==> config.mk <==
export PLATFORM = sky130hd
export DESIGN_NAME = integer_to_ascii_formatter_top_flat
export DESIGN_NICKNAME = d
export VERILOG_FILES = /design/src/rtl/core/i2a_pkg.sv /design/src/rtl/core/i2a_in_if.sv /design/src/rtl/core/i2a_out_if.sv /design/src/rtl/core/i2a_digit_unit.sv /design/src/rtl/core/i2a_ctrl.sv /design/src/rtl/core/integer_to_ascii_formatter_top.sv /design/src/flat_wrapper.sv
export SDC_FILE = /design/constraint.sdc
export NUM_CORES = 1
export LEC_CHECK = 0
export BUFFER_PORTS_ARGS = -buffer_cell sky130_fd_sc_hd__buf_2
export CAP_MARGIN = 25
export CORE_MARGIN = 2
export CORE_UTILIZATION = 35
export CTS_BUF_LIST = sky130_fd_sc_hd__clkbuf_4
export DETAILED_ROUTE_END_ITERATION = 8
export GPL_TIMING_DRIVEN = 0
export PLACE_DENSITY = 0.49
export RECOVER_POWER = 50
export SYNTH_ARGS = -nofsm -noshare
export SYNTH_HDL_FRONTEND = slang
export SYNTH_HIERARCHICAL = 1
export SYNTH_SLANG_ARGS = --single-unit
==> constraint.sdc <==
create_clock -name clk -period 5.3 [get_ports clk]
set_input_delay 0.265 -clock clk [delete_from_list [all_inputs] [get_ports clk]]
set_output_delay 0.265 -clock clk [all_outputs]
set_load 0.05 [all_outputs]
==> src/rtl/core/i2a_pkg.sv <==
// ----------------------------------------------------------------------------
// i2a_pkg
// Shared types, constants and helpers for the integer to ASCII formatter.
// ----------------------------------------------------------------------------
package i2a_pkg;

	localparam int VALUE_BITS_DEF = 32;
	localparam int IN_VALUE_W     = 32;
	localparam int ACTION_W       = 2;
	localparam int CHAR_W         = 8;
	localparam int CFG_W          = 8;
	localparam logic [CFG_W-1:0] BUF_SIZE_RST = 8'd16;

	// action codes
	localparam logic [ACTION_W-1:0] ACT_HEX  = 2'd0;
	localparam logic [ACTION_W-1:0] ACT_SDEC = 2'd1;
	localparam logic [ACTION_W-1:0] ACT_UDEC = 2'd2;

	localparam logic [CHAR_W-1:0] CHAR_ZERO  = 8'h30;
	localparam logic [CHAR_W-1:0] CHAR_MINUS = 8'h2D;
	localparam logic [CHAR_W-1:0] CHAR_UP_A  = 8'h41;
	localparam logic [CHAR_W-1:0] CHAR_LOW_A = 8'h61;
	localparam logic [CHAR_W-1:0] CHAR_NONE  = 8'h00;

	typedef enum logic [1:0] {
		ST_IDLE,
		ST_CONV,
		ST_STRIP,
		ST_EMIT
	} i2a_state_t;

	// sequencer to digit unit
	typedef struct packed {
		logic load;    // take a new value
		logic hex;     // load as hex nibbles, else as binary for conversion
		logic neg;     // load the two's complement magnitude
		logic dabble;  // one shift-and-add-3 step
		logic shift;   // drop the top digit
	} i2a_cmd_t;

	// digits of 2^bits - 1: floor(bits*log10(2)) + 1, 2^bits never a power of ten
	function automatic int dec_digits(input int bits);
		return ((bits * 1233) >> 12) + 1;
	endfunction

	function automatic int hex_digits(input int bits);
		return (bits + 3) >> 2;
	endfunction

	function automatic logic [CHAR_W-1:0] hex_char(input logic [3:0] nib, input logic upper);
		logic [CHAR_W-1:0] base;
		base = upper ? CHAR_UP_A : CHAR_LOW_A;
		if (nib < 4'd10) begin
			return CHAR_ZERO + CHAR_W'(nib);
		end
		return base + CHAR_W'(nib - 4'd10);
	endfunction

endpackage

==> src/rtl/core/i2a_in_if.sv <==
// ----------------------------------------------------------------------------
// i2a_in_if
// Input item channel: valid/ready plus value and format controls.
// ----------------------------------------------------------------------------
interface i2a_in_if import i2a_pkg::*; ();
	logic                  valid;
	logic                  ready;
	logic [ACTION_W-1:0]   action;
	logic [IN_VALUE_W-1:0] value;
	logic                  upper_case;
	logic                  strip_zeroes;

	modport source (output valid, action, value, upper_case, strip_zeroes, input ready);
	modport sink   (input valid, action, value, upper_case, strip_zeroes, output ready);
endinterface

==> src/rtl/core/i2a_out_if.sv <==
// ----------------------------------------------------------------------------
// i2a_out_if
// Result item channel: one ASCII character per item.
// ----------------------------------------------------------------------------
interface i2a_out_if import i2a_pkg::*; ();
	logic              valid;
	logic              ready;
	logic [CHAR_W-1:0] char_out;
	logic              last;
	logic              error;

	modport source (output valid, char_out, last, error, input ready);
	modport sink   (input valid, char_out, last, error, output ready);
endinterface

==> src/rtl/core/i2a_digit_unit.sv <==
// ----------------------------------------------------------------------------
// i2a_digit_unit
// Digit register with the shared shift-and-add-3 step and digit shifter.
// ----------------------------------------------------------------------------
module i2a_digit_unit import i2a_pkg::*; #(
	parameter int VALUE_BITS = VALUE_BITS_DEF
) (
	input  logic                  clk,
	input  i2a_cmd_t              cmd,
	input  logic [VALUE_BITS-1:0] value,
	output logic [3:0]            top_nib
);
	localparam int NDIG = dec_digits(VALUE_BITS);
	localparam int DW   = NDIG * 4;
	localparam int HW   = hex_digits(VALUE_BITS) * 4;

	logic [DW-1:0]         dig_q;
	logic [VALUE_BITS-1:0] bin_q;
	logic [DW-1:0]         adj;

	// add 3 to every BCD digit of 5 or more
	always_comb begin
		for (int k = 0; k < NDIG; k++) begin
			adj[4*k +: 4] = (dig_q[4*k +: 4] >= 4'd5) ? dig_q[4*k +: 4] + 4'd3
			                                          : dig_q[4*k +: 4];
		end
	end

	always_ff @(posedge clk) begin
		if (cmd.load) begin
			if (cmd.hex) begin
				dig_q <= DW'(value) << (DW - HW);
			end else begin
				dig_q <= '0;
			end
			bin_q <= cmd.neg ? (VALUE_BITS'(0) - value) : value;
		end else if (cmd.dabble) begin
			dig_q <= {adj[DW-2:0], bin_q[VALUE_BITS-1]};
			bin_q <= {bin_q[VALUE_BITS-2:0], 1'b0};
		end else if (cmd.shift) begin
			dig_q <= {dig_q[DW-5:0], 4'h0};
		end
	end

	assign top_nib = dig_q[DW-1 -: 4];

endmodule

==> src/rtl/core/i2a_ctrl.sv <==
// ----------------------------------------------------------------------------
// i2a_ctrl
// Sequencer: conversion steps, leading zero strip, fit check, character out.
// ----------------------------------------------------------------------------
module i2a_ctrl import i2a_pkg::*; #(
	parameter int VALUE_BITS = VALUE_BITS_DEF
) (
	input  logic                clk,
	input  logic                arst_n,
	input  logic                cfg_we,
	input  logic [CFG_W-1:0]    cfg_data,
	input  logic                in_valid,
	output logic                in_ready,
	input  logic [ACTION_W-1:0] in_action,
	input  logic                in_msb,
	input  logic                in_upper,
	input  logic                in_strip,
	input  logic [3:0]          top_nib,
	output i2a_cmd_t            cmd,
	input  logic                out_ready,
	output logic                out_valid,
	output logic [CHAR_W-1:0]   out_char,
	output logic                out_last,
	output logic                out_error
);
	localparam int NDIG  = dec_digits(VALUE_BITS);
	localparam int HEXD  = hex_digits(VALUE_BITS);
	localparam int CNT_W = $clog2(VALUE_BITS + 1);
	localparam int REM_W = $clog2(NDIG + 1);
	localparam int LEN_W = $clog2(NDIG + 2);
	localparam int FIT_W = ((LEN_W > CFG_W) ? LEN_W : CFG_W) + 1;

	i2a_state_t        state_q, state_d;
	logic [CNT_W-1:0]  cnt_q;
	logic [REM_W-1:0]  rem_q;
	logic              neg_q, strip_q, upper_q, sign_pend_q, err_q;
	logic [CFG_W-1:0]  buf_size_q;

	logic              accept, is_hex, is_neg, strip_go, out_load;
	logic [LEN_W-1:0]  len;
	logic              no_fit;

	always_comb begin
		case (in_action)
			ACT_HEX:  begin is_hex = 1'b1; is_neg = 1'b0;   end
			ACT_SDEC: begin is_hex = 1'b0; is_neg = in_msb; end
			default:  begin is_hex = 1'b0; is_neg = 1'b0;   end
		endcase
	end

	assign strip_go = strip_q && (rem_q > REM_W'(1)) && (top_nib == 4'h0);
	assign len      = LEN_W'(rem_q) + LEN_W'(neg_q);
	assign no_fit   = (FIT_W'(len) + FIT_W'(1)) > FIT_W'(buf_size_q);

	// next state
	always_comb begin
		state_d = state_q;
		case (state_q)
			ST_IDLE:  if (in_valid) begin
				state_d = is_hex ? ST_STRIP : ST_CONV;
			end
			ST_CONV:  if (cnt_q == CNT_W'(1)) begin
				state_d = ST_STRIP;
			end
			ST_STRIP: if (!strip_go) begin
				state_d = ST_EMIT;
			end
			ST_EMIT:  if (out_load && (err_q || (!sign_pend_q && rem_q == REM_W'(1)))) begin
				state_d = ST_IDLE;
			end
			default:  state_d = ST_IDLE;
		endcase
	end

	// outputs of the sequencer
	always_comb begin
		in_ready   = 1'b0;
		out_load   = 1'b0;
		cmd        = '0;
		cmd.hex    = is_hex;
		cmd.neg    = is_neg;
		case (state_q)
			ST_IDLE:  begin
				in_ready = 1'b1;
				cmd.load = in_valid;
			end
			ST_CONV:  cmd.dabble = 1'b1;
			ST_STRIP: cmd.shift = strip_go;
			ST_EMIT:  begin
				out_load  = !out_valid || out_ready;
				cmd.shift = out_load && !err_q && !sign_pend_q;
			end
			default:  ;
		endcase
	end

	assign accept = in_valid && in_ready;

	always_ff @(posedge clk or negedge arst_n) begin
		if (!arst_n) begin
			state_q     <= ST_IDLE;
			buf_size_q  <= BUF_SIZE_RST;
			out_valid   <= 1'b0;
		end else begin
			state_q <= state_d;
			if (cfg_we) begin
				buf_size_q <= cfg_data;
			end
			if (out_load) begin
				out_valid <= 1'b1;
			end else if (out_ready) begin
				out_valid <= 1'b0;
			end
		end
	end

	always_ff @(posedge clk) begin
		if (accept) begin
			cnt_q       <= CNT_W'(VALUE_BITS);
			rem_q       <= is_hex ? REM_W'(HEXD) : REM_W'(NDIG);
			strip_q     <= is_hex ? in_strip : 1'b1;
			upper_q     <= in_upper;
			neg_q       <= is_neg;
			sign_pend_q <= is_neg;
		end else if (state_q == ST_CONV) begin
			cnt_q <= cnt_q - CNT_W'(1);
		end else if (state_q == ST_STRIP) begin
			if (strip_go) begin
				rem_q <= rem_q - REM_W'(1);
			end else begin
				err_q <= no_fit;
			end
		end else if (out_load) begin
			if (sign_pend_q) begin
				sign_pend_q <= 1'b0;
			end else begin
				rem_q <= rem_q - REM_W'(1);
			end
		end
		if (out_load) begin
			out_error <= err_q;
			if (err_q) begin
				out_char <= CHAR_NONE;
				out_last <= 1'b1;
			end else if (sign_pend_q) begin
				out_char <= CHAR_MINUS;
				out_last <= 1'b0;
			end else begin
				out_char <= hex_char(top_nib, upper_q);
				out_last <= (rem_q == REM_W'(1));
			end
		end
	end

endmodule

==> src/rtl/core/integer_to_ascii_formatter_top.sv <==
// First char: hex loads, strips leading zeros if asked, then emits; decimal loads,
//   runs VALUE_BITS shift-and-add-3 steps, strips leading zeros, then emits.
// One item in flight, input ready only when idle.
// Reset (arst_n low): idle, output empty, buffer_size back to 16.
// ----------------------------------------------------------------------------
// integer_to_ascii_formatter_top
// Formats a value as hex, signed or unsigned decimal ASCII, one char per item.
// ----------------------------------------------------------------------------
module integer_to_ascii_formatter_top import i2a_pkg::*; #(
	parameter int VALUE_BITS = VALUE_BITS_DEF
) (
	input  logic             clk,
	input  logic             arst_n,
	input  logic             cfg_we,
	input  logic [CFG_W-1:0] cfg_data,
	i2a_in_if.sink           din,
	i2a_out_if.source        dout
);
	// The digit unit holds a register of BCD/hex nibbles, top digit aligned to
	// the MSB end. Decimal uses one shift-and-add-3 step per input bit; the
	// same register then drops leading zeros one digit per cycle, and during
	// output shifts out one digit per char.

	i2a_cmd_t              cmd;
	logic [3:0]            top_nib;
	logic [VALUE_BITS-1:0] value_ext;

	// only the low VALUE_BITS bits take part
	assign value_ext = VALUE_BITS'(din.value);

	i2a_ctrl #(
		.VALUE_BITS (VALUE_BITS)
	) u_ctrl (
		.clk       (clk),
		.arst_n    (arst_n),
		.cfg_we    (cfg_we),
		.cfg_data  (cfg_data),
		.in_valid  (din.valid),
		.in_ready  (din.ready),
		.in_action (din.action),
		.in_msb    (value_ext[VALUE_BITS-1]),
		.in_upper  (din.upper_case),
		.in_strip  (din.strip_zeroes),
		.top_nib   (top_nib),
		.cmd       (cmd),
		.out_ready (dout.ready),
		.out_valid (dout.valid),
		.out_char  (dout.char_out),
		.out_last  (dout.last),
		.out_error (dout.error)
	);

	// shared conversion unit
	i2a_digit_unit #(
		.VALUE_BITS (VALUE_BITS)
	) u_digit (
		.clk     (clk),
		.cmd     (cmd),
		.value   (value_ext),
		.top_nib (top_nib)
	);

endmodule

==> src/flat_wrapper.sv <==
// flat-port wrapper written by rule: the top's interface ports become plain ports
module integer_to_ascii_formatter_top_flat import i2a_pkg::*;
#(
	parameter int VALUE_BITS = VALUE_BITS_DEF
)
  (clk, arst_n, cfg_we, cfg_data, din_valid, din_action, din_value, din_upper_case, din_strip_zeroes, din_ready, dout_valid, dout_char_out, dout_last, dout_error, dout_ready);
  i2a_in_if din_i ();
  i2a_out_if dout_i ();
  input  logic clk;
  input  logic arst_n;
  input  logic cfg_we;
  input  logic [CFG_W-1:0] cfg_data;
  input wire logic [$bits(din_i.valid)-1:0] din_valid;
  input wire logic [$bits(din_i.action)-1:0] din_action;
  input wire logic [$bits(din_i.value)-1:0] din_value;
  input wire logic [$bits(din_i.upper_case)-1:0] din_upper_case;
  input wire logic [$bits(din_i.strip_zeroes)-1:0] din_strip_zeroes;
  output wire logic [$bits(din_i.ready)-1:0] din_ready;
  output wire logic [$bits(dout_i.valid)-1:0] dout_valid;
  output wire logic [$bits(dout_i.char_out)-1:0] dout_char_out;
  output wire logic [$bits(dout_i.last)-1:0] dout_last;
  output wire logic [$bits(dout_i.error)-1:0] dout_error;
  input wire logic [$bits(dout_i.ready)-1:0] dout_ready;
  assign din_i.valid = din_valid;
  assign din_i.action = din_action;
  assign din_i.value = din_value;
  assign din_i.upper_case = din_upper_case;
  assign din_i.strip_zeroes = din_strip_zeroes;
  assign din_ready = din_i.ready;
  assign dout_valid = dout_i.valid;
  assign dout_char_out = dout_i.char_out;
  assign dout_last = dout_i.last;
  assign dout_error = dout_i.error;
  assign dout_i.ready = dout_ready;
  integer_to_ascii_formatter_top #(.VALUE_BITS(VALUE_BITS)) u_core (.clk(clk), .arst_n(arst_n), .cfg_we(cfg_we), .cfg_data(cfg_data), .din(din_i), .dout(dout_i));
endmodule
==> out/qor.csv, run 1 <==
stage,metric,value,unit
logic_synthesis,synth-seq-area-share,43.8,%
routing,drt_pass1_iterations,7,
timing,period_share,62.0,%
timing,fmax,304,MHz
floorplan,initial_core_util,35.5,%
logic_synthesis,yosys-top-cells-area,"edfxtp_1 (38%), ha_1 (8.1%), a21oi_1 (6.2%)",
clock_network,clk_pin_slew,0.16,ns
critical_path,cp_max_fo,21,
logic_synthesis,async_reset_ff_share,10.2,%
timing,hold_viol_final,0,
logic_synthesis,synth_cell_type_count,61,
floorplan,core-area,20100,um^2
logic_synthesis,ys_ff_latch,108,
clock_network,clk_latency,0.48,ns
clock_network,cts_tree,done,
clock_network,cts_setup_buffers,0,
logic_synthesis,ys.warnings.count,6,
floorplan,fp.dieW,147,um
floorplan,fp.dieH,147,um
grt,antenna_found_initial,0,
placed_design,dp_hpwl,13.9,mm
clock_network,htree_levels,3,
hold_path,min_path_type,primary input to flop,
final_layout,drive_above_1_share,10.4,%
routing,wl_per_cell,16.9,um
critical_path,setup.worst_path.end_class,flop,
critical_path,r2r_cells,8,
clock_network,cts_inserted_buffers,9,
power_and_ir_drop,p_per_area,599,nW/um^2
routing,finalWirelength,18.8,mm
grt,grt_max_degree,22,
logic_synthesis,synthFlopType,edfxtp_1,
timing,fin_skew,0.0280,ns
floorplan,row_count,52,
final_layout,layoutNonFillerInstCount,1113,
run,drv_cap,0,
timing,whs,0.0428,ns
grt,track_usage,17.7,%
placed_design,io_buffers,59,
final_layout,final_core_util,40.1,%
placed_design,place_inst,1086,
grt,grt_overflow_total,0,
routing,drt_iter0_drc,353,
clock_network,root_buffer,clkbuf_4,
status,status,"finished, final reports clean",
routing,drc_errors,0,
timing,slew-limit-headroom,42.9,%
routing,vias,5765,
logic_synthesis,syn_area_per_cell,9.46,um^2
logic_synthesis,synth.top_cell.area_share,38.3,%
final_layout,n_antenna_cell,0,
final_layout,finish.instance_area,8060,um^2
routing,viasPerCell,5.18,
clock_network,cts_buffer_depth,2,
timing,setup_viol,0,
placed_design,gp_congestion,0.814,
critical_path,startpoint_type,flop,
timing,setup-tns-final,0,ns
logic_synthesis,synth.net_count,850,
floorplan,die_area,21600,um^2
floorplan,num_io_pins,61,
timing,max_slew.worst_pin.slew,0.849,ns
hold_path,worstHoldPathCells,3,
grt,grt_pass1_wl,30.4,mm
critical_path,regToRegSetupSlack,2.01,ns
timing,slew_violations,0,
placed_design,placed_area,7830,um^2
logic_synthesis,synth_area,7140,um^2
final_layout,area_delta_synth_final,12.9,%
logic_synthesis,synth_edf_count,91,
logic_synthesis,synthTopCellsByCount,"edfxtp_1 (91), a21oi_1 (88), nor2_1 (73)",
critical_path,worstPathArrival,3.54,ns
critical_path,crit_type,flop to flop,
timing,grt_setup_unrepaired,no,
critical_path,required,5.55,ns
logic_synthesis,postSynthCellCount,755,
power_and_ir_drop,leakage,2.99,nW
logic_synthesis,synth.most_common_cell,edfxtp_1,
final_layout,final_nets,933,
power_and_ir_drop,ir_worst_vdd,199,uV
logic_synthesis,yosys.area.top_type,edfxtp_1,
routing,antenna_left,0,
clock_network,clock-sinks,108,
timing,finalCriticalPeriod,3.29,ns
grt,grt_pass1_vias,5825,
[cells by family (layout without fill, tap and decap cells)]
family / count (synthesis) / count (layout) / share of synthesized area [%]
buffers and inverters: 95 / 183 / 5.63
xor gates and xnor gates: 51 / 51 / 6.26
and+or+nand+nor: 234 / 234 / 16.5
adders and majority gates: 46 / 46 / 8.06
DFF: 108 / 108 / 43.8
AOI/OAI and AO/OA: 202 / 202 / 17.0
muxes: 19 / 19 / 2.75
[critical path: stages (launching register included)]
cell and delay, ns:
dfrtp_1 0.43, inv_1 0.10, ha_1 0.26, nand2_1 0.23
clkinv_1 0.41, clkbuf_1 0.25, clkbuf_1 0.27, or3_2 0.82
buf_16 0.27
[per-layer routing]
layer / routed length [um] / track usage, %
met2: 8940 / 30.1
met4: 193 / 4.51
met5: 0 / 0
met1: 8960 / 23.6
met3: 740 / 2.89
[worst paths after layout]
check	to	from
max	u_core/u_digit/dig_q[1]	u_core/u_ctrl/state_q[0]
min	u_core/u_ctrl/out_valid	dout_ready
max reg2reg	u_core/u_digit/dig_q[1]	u_core/u_ctrl/state_q[0]
min reg2reg	u_core/u_ctrl/cnt_q[1]	u_core/u_ctrl/cnt_q[1]
max in group asynchronous	u_core/u_ctrl/buf_size_q[3]	arst_n
min in group asynchronous	u_core/u_ctrl/buf_size_q[6]	arst_n
[layout make-up]
cell class / instances / area (um^2)
clock buffers: 11 / 82.6
fillers: 2026 / 12000
repair buffers: 72 / 443
inverters: 53 / 199
flip-flops and latches: 108 / 3130
clock inverters: 5 / 76.3
plain buffers: 42 / 191
well taps: 270 / 338
multi-input cells: 552 / 3600
[per-stage QoR]
step	setup slack (ns)	power (W)
global route	1.76	0.00525
global placement	1.55	0.00425
CTS	1.92	0.00488
finish	2.01	0.00483
detailed placement	1.96	0.00438
floorplan	2.07	0.00365
[layout by cell type, fill, tap and decap left out, types with 6 or more instances in the layout]
cell type / n
xor2_1: 30
buf_2: 45
nand2b_1: 11
dfxtp_1: 6
nor2_1: 73
inv_1: 52
dfrtp_1: 10
mux2i_1: 14
a22o_1: 7
a211oi_1: 15
dlygate4sd3_1: 11
nor3_1: 9
xnor2_1: 21
a22oi_1: 8
nand2_1: 72
nand3_1: 6
o21ai_0: 51
clkbuf_4: 11
a21oi_1: 88
ha_1: 46
clkbuf_1: 49
o31ai_1: 10
edfxtp_1: 91
nor3b_1: 23
[power breakdown]
group          switching (W)  total [W]  internal (W)
Combinational        0.00154    0.00252      0.000976
Clock               0.000279   0.000479      0.000200
Sequential          0.000277    0.00184       0.00156
Total                0.00210    0.00483       0.00273
[timing repair]
action,in CTS,in global routing
hold endpoints to repair,20,1
resized for setup,0,0
hold buffers,10,1
[state kept, by name (all words and copies together) (netlist names)]
register / flops
u_core/u_ctrl/sign_pend_q: 1
u_core/u_ctrl/buf_size_q: 8
u_core/u_ctrl/out_valid: 1
u_core/u_ctrl/upper_q: 1
u_core/u_ctrl/err_q: 1
u_core/u_ctrl/state_q: 2
u_core/u_ctrl/out_char: 8
u_core/u_ctrl/out_last: 1
u_core/u_ctrl/neg_q: 1
u_core/u_ctrl/strip_q: 1
u_core/u_ctrl/cnt_q: 6
u_core/u_digit/dig_q: 40
u_core/u_ctrl/out_error: 1
u_core/u_ctrl/rem_q: 4
u_core/u_digit/bin_q: 32
(Power assumes the default switching activity.)
==> run 2, diff against run 1 <==
==> constraint.sdc (replaced) <==
create_clock -name clk -period 3.4 [get_ports clk]
set_input_delay 0.17 -clock clk [delete_from_list [all_inputs] [get_ports clk]]
set_output_delay 0.17 -clock clk [all_outputs]
set_load 0.05 [all_outputs]
==> run 2 against run 1 <==
Net effect:
- sequential cell count unchanged
- combinational power grew 57%
- sequential power up 55%
- critical path depth increased by 1
- power is 56% higher
- global-route usage rose by 0.073 points
- die area unchanged
- first-iteration DRC count rose by 7.6%
==> out/qor.csv, run 2 (synthesis results as in run 1) <==
stage,metric,value,unit,change
critical_path,cp_max_fo,12,,-43%
grt,grt_max_degree,22,,unchanged
grt,grt_overflow_total,0,,unchanged
floorplan,initial_core_util,35.5,%,unchanged
grt,track_usage,17.8,%,+0.073 points
floorplan,fp.dieH,147,um,unchanged
timing,finalCriticalPeriod,3.07,ns,-0.215 ns
routing,drt_pass1_iterations,5,,-2
timing,grt_setup_unrepaired,no,,
timing,slew-limit-headroom,41.3,%,-1.5 points
grt,grt_pass1_wl,30.5,mm,+0.45%
timing,slew_violations,0,,unchanged
routing,finalWirelength,18.9,mm,+0.24%
placed_design,place_inst,1086,,unchanged
critical_path,required,3.63,ns,-1.92 ns
routing,drt_iter0_drc,380,,+7.6%
final_layout,drive_above_1_share,10.8,%,+0.38 points
hold_path,hp-start,din_value[11],,
timing,whs,0.0535,ns,+0.0107 ns
power_and_ir_drop,ir_worst_vdd,318,uV,+60%
hold_path,worstHoldPathCells,3,,unchanged
power_and_ir_drop,p_per_area,931,nW/um^2,+55%
power_and_ir_drop,leakage,3.01,nW,+0.62%
final_layout,final_common_cell,edfxtp_1,,
clock_network,cts_inserted_buffers,9,,unchanged
final_layout,final_nets,940,,+0.75%
routing,wl_per_cell,16.9,um,-0.38%
timing,max_slew.worst_pin.slew,0.872,ns,+0.0230 ns
floorplan,row_count,52,,unchanged
grt,antenna_found_initial,0,,unchanged
status,status,"finished, final reports clean",,
hold_path,min_path_type,primary input to flop,,
routing,antenna_left,0,,unchanged
grt,grt_pass1_vias,5879,,+0.93%
final_layout,largest_registers,"u_core/u_digit/dig_q (40), u_core/u_digit/bin_q (32)",,
clock_network,cts_tree,done,,
routing,drc_errors,0,,unchanged
timing,fmax,325,MHz,+7.0%
routing,viasPerCell,5.18,,about the same
timing,fin_ws,0.328,ns,-1.69 ns
timing,hold_viol_final,0,,unchanged
floorplan,fp.dieW,147,um,unchanged
clock_network,clock-sinks,108,,unchanged
clock_network,clk_pin_slew,0.16,ns,about the same
placed_design,io_buffers,59,,unchanged
placed_design,dp_hpwl,13.9,mm,unchanged
final_layout,area_delta_synth_final,13.7,%,
final_layout,largest-register,u_core/u_digit/dig_q,,
critical_path,worstPathArrival,3.31,ns,-0.23 ns
timing,period_share,90.4,%,+28 points
final_layout,layoutNonFillerInstCount,1120,,+0.63%
clock_network,root_buffer,clkbuf_4,,
timing,fin_skew,0.0250,ns,-0.00302 ns
timing,setup_viol,0,,unchanged
clock_network,cts_buffer_depth,2,,unchanged
run,drv_cap,0,,unchanged
final_layout,largest_register_ffs,40,,unchanged
routing,vias,5805,,+0.69%
final_layout,n_antenna_cell,0,,unchanged
critical_path,crit_type,flop to flop,,
clock_network,clk_latency,0.48,ns,about the same
critical_path,r2r_cells,9,,+1
floorplan,die_area,21600,um^2,unchanged
critical_path,startpoint_type,flop,,
critical_path,setup.worst_path.end_class,flop,,
critical_path,r2r_start,u_core/u_ctrl/state_q[1],,
placed_design,gp_congestion,0.814,,unchanged
floorplan,num_io_pins,61,,unchanged
clock_network,htree_levels,3,,unchanged
final_layout,final_cell_mix,"edfxtp_1 (91), a21oi_1 (88), nor2_1 (73)",,
critical_path,startpoint,u_core/u_ctrl/state_q[1],,
placed_design,pre_cts_slack,0.0595,ns,-1.90 ns
floorplan,core-area,20100,um^2,unchanged
run 2: changes by cell type in the layout (fill, tap and decap cells not counted), sizes merged:
cell / change
clkinv: -1
buf: +4
dlygate4sd3: +4
inv: -1
clkinvlp: +2
clkbuf: -1
run 2: power by group:
part | leakage, nW | total [W] | internal (W) | switching (W)
Clock | 0.0845 | 0.000746 | 0.000312 | 0.000435
Sequential | 1.05 | 0.00286 | 0.00243 | 0.000431
Combinational | 1.87 | 0.00395 | 0.00155 | 0.00240
Total | 3.01 | 0.00755 | 0.00429 | 0.00326
run 2: per-stage QoR:
| stage | instance area (um^2) | setup TNS (ns) | utilization [%] | total power [W] |
|---|---|---|---|---|
| 6_report | 8110 | 0 | 40.4 | 0.00755 |
| 5_1_grt | 8110 | 0 | 40.4 | 0.00821 |
| 4_1_cts | 8140 | 0 | 40.5 | 0.00761 |
| 3_5_place_dp | 7830 | 0 | 38.9 | 0.00683 |
| 3_3_place_gp | 7770 | -15.98 | 38.7 | 0.00662 |
| 2_1_floorplan | 7140 | 0 | - | 0.00569 |
run 2: critical path: stages, from the launching register on:
cell,delay [ns]
dfrtp_1,0.44
inv_1,0.13
ha_1,0.25
nand2_1,0.24
clkinvlp_4,0.29
buf_4,0.17
clkbuf_1,0.42
clkbuf_1,0.54
nand4_1,0.16
o311ai_0,0.19
run 2: path summary, 6_finish.rpt:
path	to	slack (ns)
min in group asynchronous	u_core/u_ctrl/buf_size_q[6]	0.23
max in group asynchronous	u_core/u_ctrl/buf_size_q[3]	2.77
setup reg to reg	u_core/u_digit/bin_q[29]	0.33
hold / removal	u_core/u_digit/dig_q[19]	0.05
setup / recovery	u_core/u_digit/bin_q[29]	0.33
hold reg to reg	u_core/u_ctrl/cnt_q[1]	0.52
run 2: cell type report:
cell class / instances / area [um^2]
timing repair buffer: 79 / 505
clock buffer: 11 / 82.6
sequential: 108 / 3130
multi-input combinational: 552 / 3580
tap: 270 / 338
inverter: 53 / 206
fill: 2022 / 12000
clock inverter: 5 / 76.3
buffer: 42 / 195
run 2: routing by layer:
layer  vias up  global-route usage (%)  routed length, um
met5         -                       0                  0
met4         0                    4.56                207
met3        16                    2.92                954
met2       151                    30.3               8900
met1      2768                    23.7               8820
li1       2870                       -                  -
run 2: timing repair:
| action | in CTS | in global routing |
|---|---|---|
| hold endpoints to repair | 22 | 0 |
| gates resized for setup | 0 | 3 |
| setup endpoints to repair | 0 | 40 |
| hold buffers | 15 | 0 |
| setup buffers | 0 | 3 |
==> run 3, diff against run 2 <==
--- a/config.mk
+++ b/config.mk
@@ -7,6 +7,7 @@
 export LEC_CHECK = 0
 export BUFFER_PORTS_ARGS = -buffer_cell sky130_fd_sc_hd__buf_2
 export CAP_MARGIN = 25
+export CORE_ASPECT_RATIO = 1.75
 export CORE_MARGIN = 2
 export CORE_UTILIZATION = 35
 export CTS_BUF_LIST = sky130_fd_sc_hd__clkbuf_4
==> run 3 against run 2 <==
Net effect:
- register-to-register slack got worse by 0.08 ns
- first-iteration DRC count up 13%
- die area grew 0.21%
- critical path type unchanged
==> out/qor.csv, run 3 (synthesis results as in run 1) <==
stage,metric,value,unit,change
clock_network,clk_latency,0.52,ns,+0.04 ns
floorplan,core-area,20200,um^2,+0.49%
clock_network,cts_inserted_buffers,9,,unchanged
final_layout,largest_registers,"u_core/u_digit/dig_q (40), u_core/u_digit/bin_q (32)",,
critical_path,r2r_start,u_core/u_ctrl/state_q[0],,
clock_network,htree_levels,3,,unchanged
clock_network,cts_tree,done,,
timing,setup_viol,0,,unchanged
power_and_ir_drop,leakage,3.06,nW,+1.6%
critical_path,r2r_end,u_core/u_digit/dig_q[13],,
hold_path,worstHoldPathCells,3,,unchanged
routing,vias,6010,,+3.5%
routing,antenna_left,0,,unchanged
final_layout,final_cell_mix,"edfxtp_1 (91), a21oi_1 (88), nor2_1 (73)",,
timing,slew_violations,0,,unchanged
floorplan,num_io_pins,61,,unchanged
floorplan,row_count,69,,+33%
hold_path,worstHoldEndpoint,u_core/u_digit/dig_q[21],,
placed_design,dp_hpwl,15.3,mm,+11%
routing,wl_per_cell,18.0,um,+7.0%
final_layout,largest_register_ffs,40,,unchanged
final_layout,final_nets,948,,+0.85%
clock_network,root_buffer,clkbuf_4,,
timing,setup-tns-final,0,ns,unchanged
grt,grt_overflow_total,0,,unchanged
critical_path,startpoint_type,flop,,
routing,drc_errors,0,,unchanged
grt,antenna_found_initial,1,,+1
critical_path,cp_max_fo,28,,+16
final_layout,final_core_util,40.7,%,+0.33 points
final_layout,area_delta_synth_final,15.1,%,
power_and_ir_drop,ir_worst_vdd,428,uV,+35%
routing,finalWirelength,20.0,mm,+5.8%
critical_path,r2r_cells,8,,-1
status,status,"finished, final reports clean",,
floorplan,fp.dieH,193,um,+31%
grt,grt_pass1_vias,6219,,+5.8%
routing,drt_pass1_iterations,8,,+3
grt,grt_pass1_wl,31.8,mm,+4.3%
critical_path,setup.worst_path.end_class,flop,,
critical_path,worstPathArrival,3.41,ns,+0.10 ns
hold_path,hp-start,din_value[13],,
routing,drt_iter0_drc,431,,+13%
final_layout,largest-register,u_core/u_digit/dig_q,,
final_layout,final_common_cell,edfxtp_1,,
hold_path,min_path_type,primary input to flop,,
timing,fin_skew,0.0332,ns,+0.00822 ns
timing,grt_setup_unrepaired,no,,
grt,track_usage,18.7,%,+0.89 points
clock_network,clk_pin_slew,0.19,ns,+0.03 ns
clock_network,cts_buffer_depth,2,,unchanged
timing,period_share,92.8,%,+2.4 points
power_and_ir_drop,p_per_area,941,nW/um^2,+1.1%
floorplan,initial_core_util,35.3,%,-0.17 points
power_and_ir_drop,power,0.00773,W,+2.4%
timing,fmax,317,MHz,-2.6%
critical_path,crit_type,flop to flop,,
critical_path,required,3.66,ns,+0.03 ns
timing,hold_viol_final,0,,unchanged
final_layout,drive_above_1_share,10.7,%,-0.10 points
placed_design,gp_congestion,0.901,,+11%
floorplan,die_area,21600,um^2,+0.21%
floorplan,fp.dieW,112,um,-24%
placed_design,placed_area,7790,um^2,-0.45%
final_layout,finish.instance_area,8220,um^2,+1.3%
run,drv_cap,0,,unchanged
timing,max_slew.worst_pin.slew,0.804,ns,-0.0683 ns
grt,grt_max_degree,29,,+32%
timing,slew-limit-headroom,45.9,%,+4.6 points
critical_path,regToRegSetupSlack,0.25,ns,-0.08 ns
timing,finalCriticalPeriod,3.15,ns,+0.0816 ns
clock_network,clock-sinks,108,,unchanged
placed_design,io_buffers,59,,unchanged
routing,viasPerCell,5.43,,+4.7%
[run 3: report_power, final]
part	internal, W	switching (W)
Combinational	0.00155	0.00247
Clock	0.000379	0.000451
Sequential	0.00243	0.000450
[run 3: what timing repair did]
| item | in CTS | in global routing |
|---|---|---|
| setup buffers | 0 | 1 |
| gates resized for setup | 0 | 1 |
| hold endpoints to repair | 28 | 1 |
| setup endpoints to repair | 0 | 33 |
| hold buffers | 24 | 1 |
[run 3: worst max-delay path by stage]
| stage | from | slack, ns | cells after the start | to |
|---|---|---|---|---|
| after CTS | u_core/u_ctrl/state_q[0] | 0.03 | 9 | u_core/u_digit/bin_q[21] |
| after global placement | u_core/u_ctrl/state_q[0] | -0.30 | 7 | u_core/u_digit/dig_q[9] |
| final | u_core/u_ctrl/state_q[0] | 0.25 | 8 | u_core/u_digit/dig_q[13] |
| after global routing | u_core/u_ctrl/state_q[0] | 0.04 | 8 | u_core/u_digit/dig_q[13] |
| after detailed placement | u_core/u_ctrl/state_q[0] | 0.07 | 9 | u_core/u_digit/bin_q[21] |
| after floorplan | u_core/u_ctrl/state_q[0] | 0.17 | 7 | u_core/u_digit/dig_q[0] |
[run 3: per-stage QoR]
stage	hold slack [ns]	cells	setup slack, ns
CTS	0.000377	1104	0.0301
detailed placement	0.0578	1064	0.0735
finish	0.0512	1107	0.246
floorplan	-0.126	755	0.173
global placement	0.0501	1062	-0.303
global route	0.0243	1107	0.0437
[run 3: routing by layer]
layer | up-vias | GRT usage, % | part of all wire, % | wire, um
li1 | 2889 | - | - | -
met1 | 2936 | 19.1 | 38 | 7620
met2 | 149 | 37.8 | 56 | 11200
met3 | 36 | 2.63 | 3.3 | 656
met4 | 0 | 7.27 | 2.4 | 477
met5 | - | 0 | 0 | 0
[run 3: final cells by class]
type                            instances  area (um^2)
Antenna cell                            1         2.50
Buffer                                 42          191
Clock buffer                           10         75.1
Clock inverter                          6          113
Fill cell                            2068        12000
Inverter                               53          203
Multi-Input combinational cell        552         3600
Sequential cell                       108         3130
Tap cell                              248          310
Timing Repair Buffer                   87          597
[run 3: critical path, stage by stage, from the launching register on]
cell      delay (ns)
dfrtp_1         0.44
inv_1           0.10
ha_1            0.26
nand2_1         0.23
clkinv_1        0.40
clkbuf_1        0.23
clkbuf_1        0.25
or3_2           0.72
buf_12          0.26
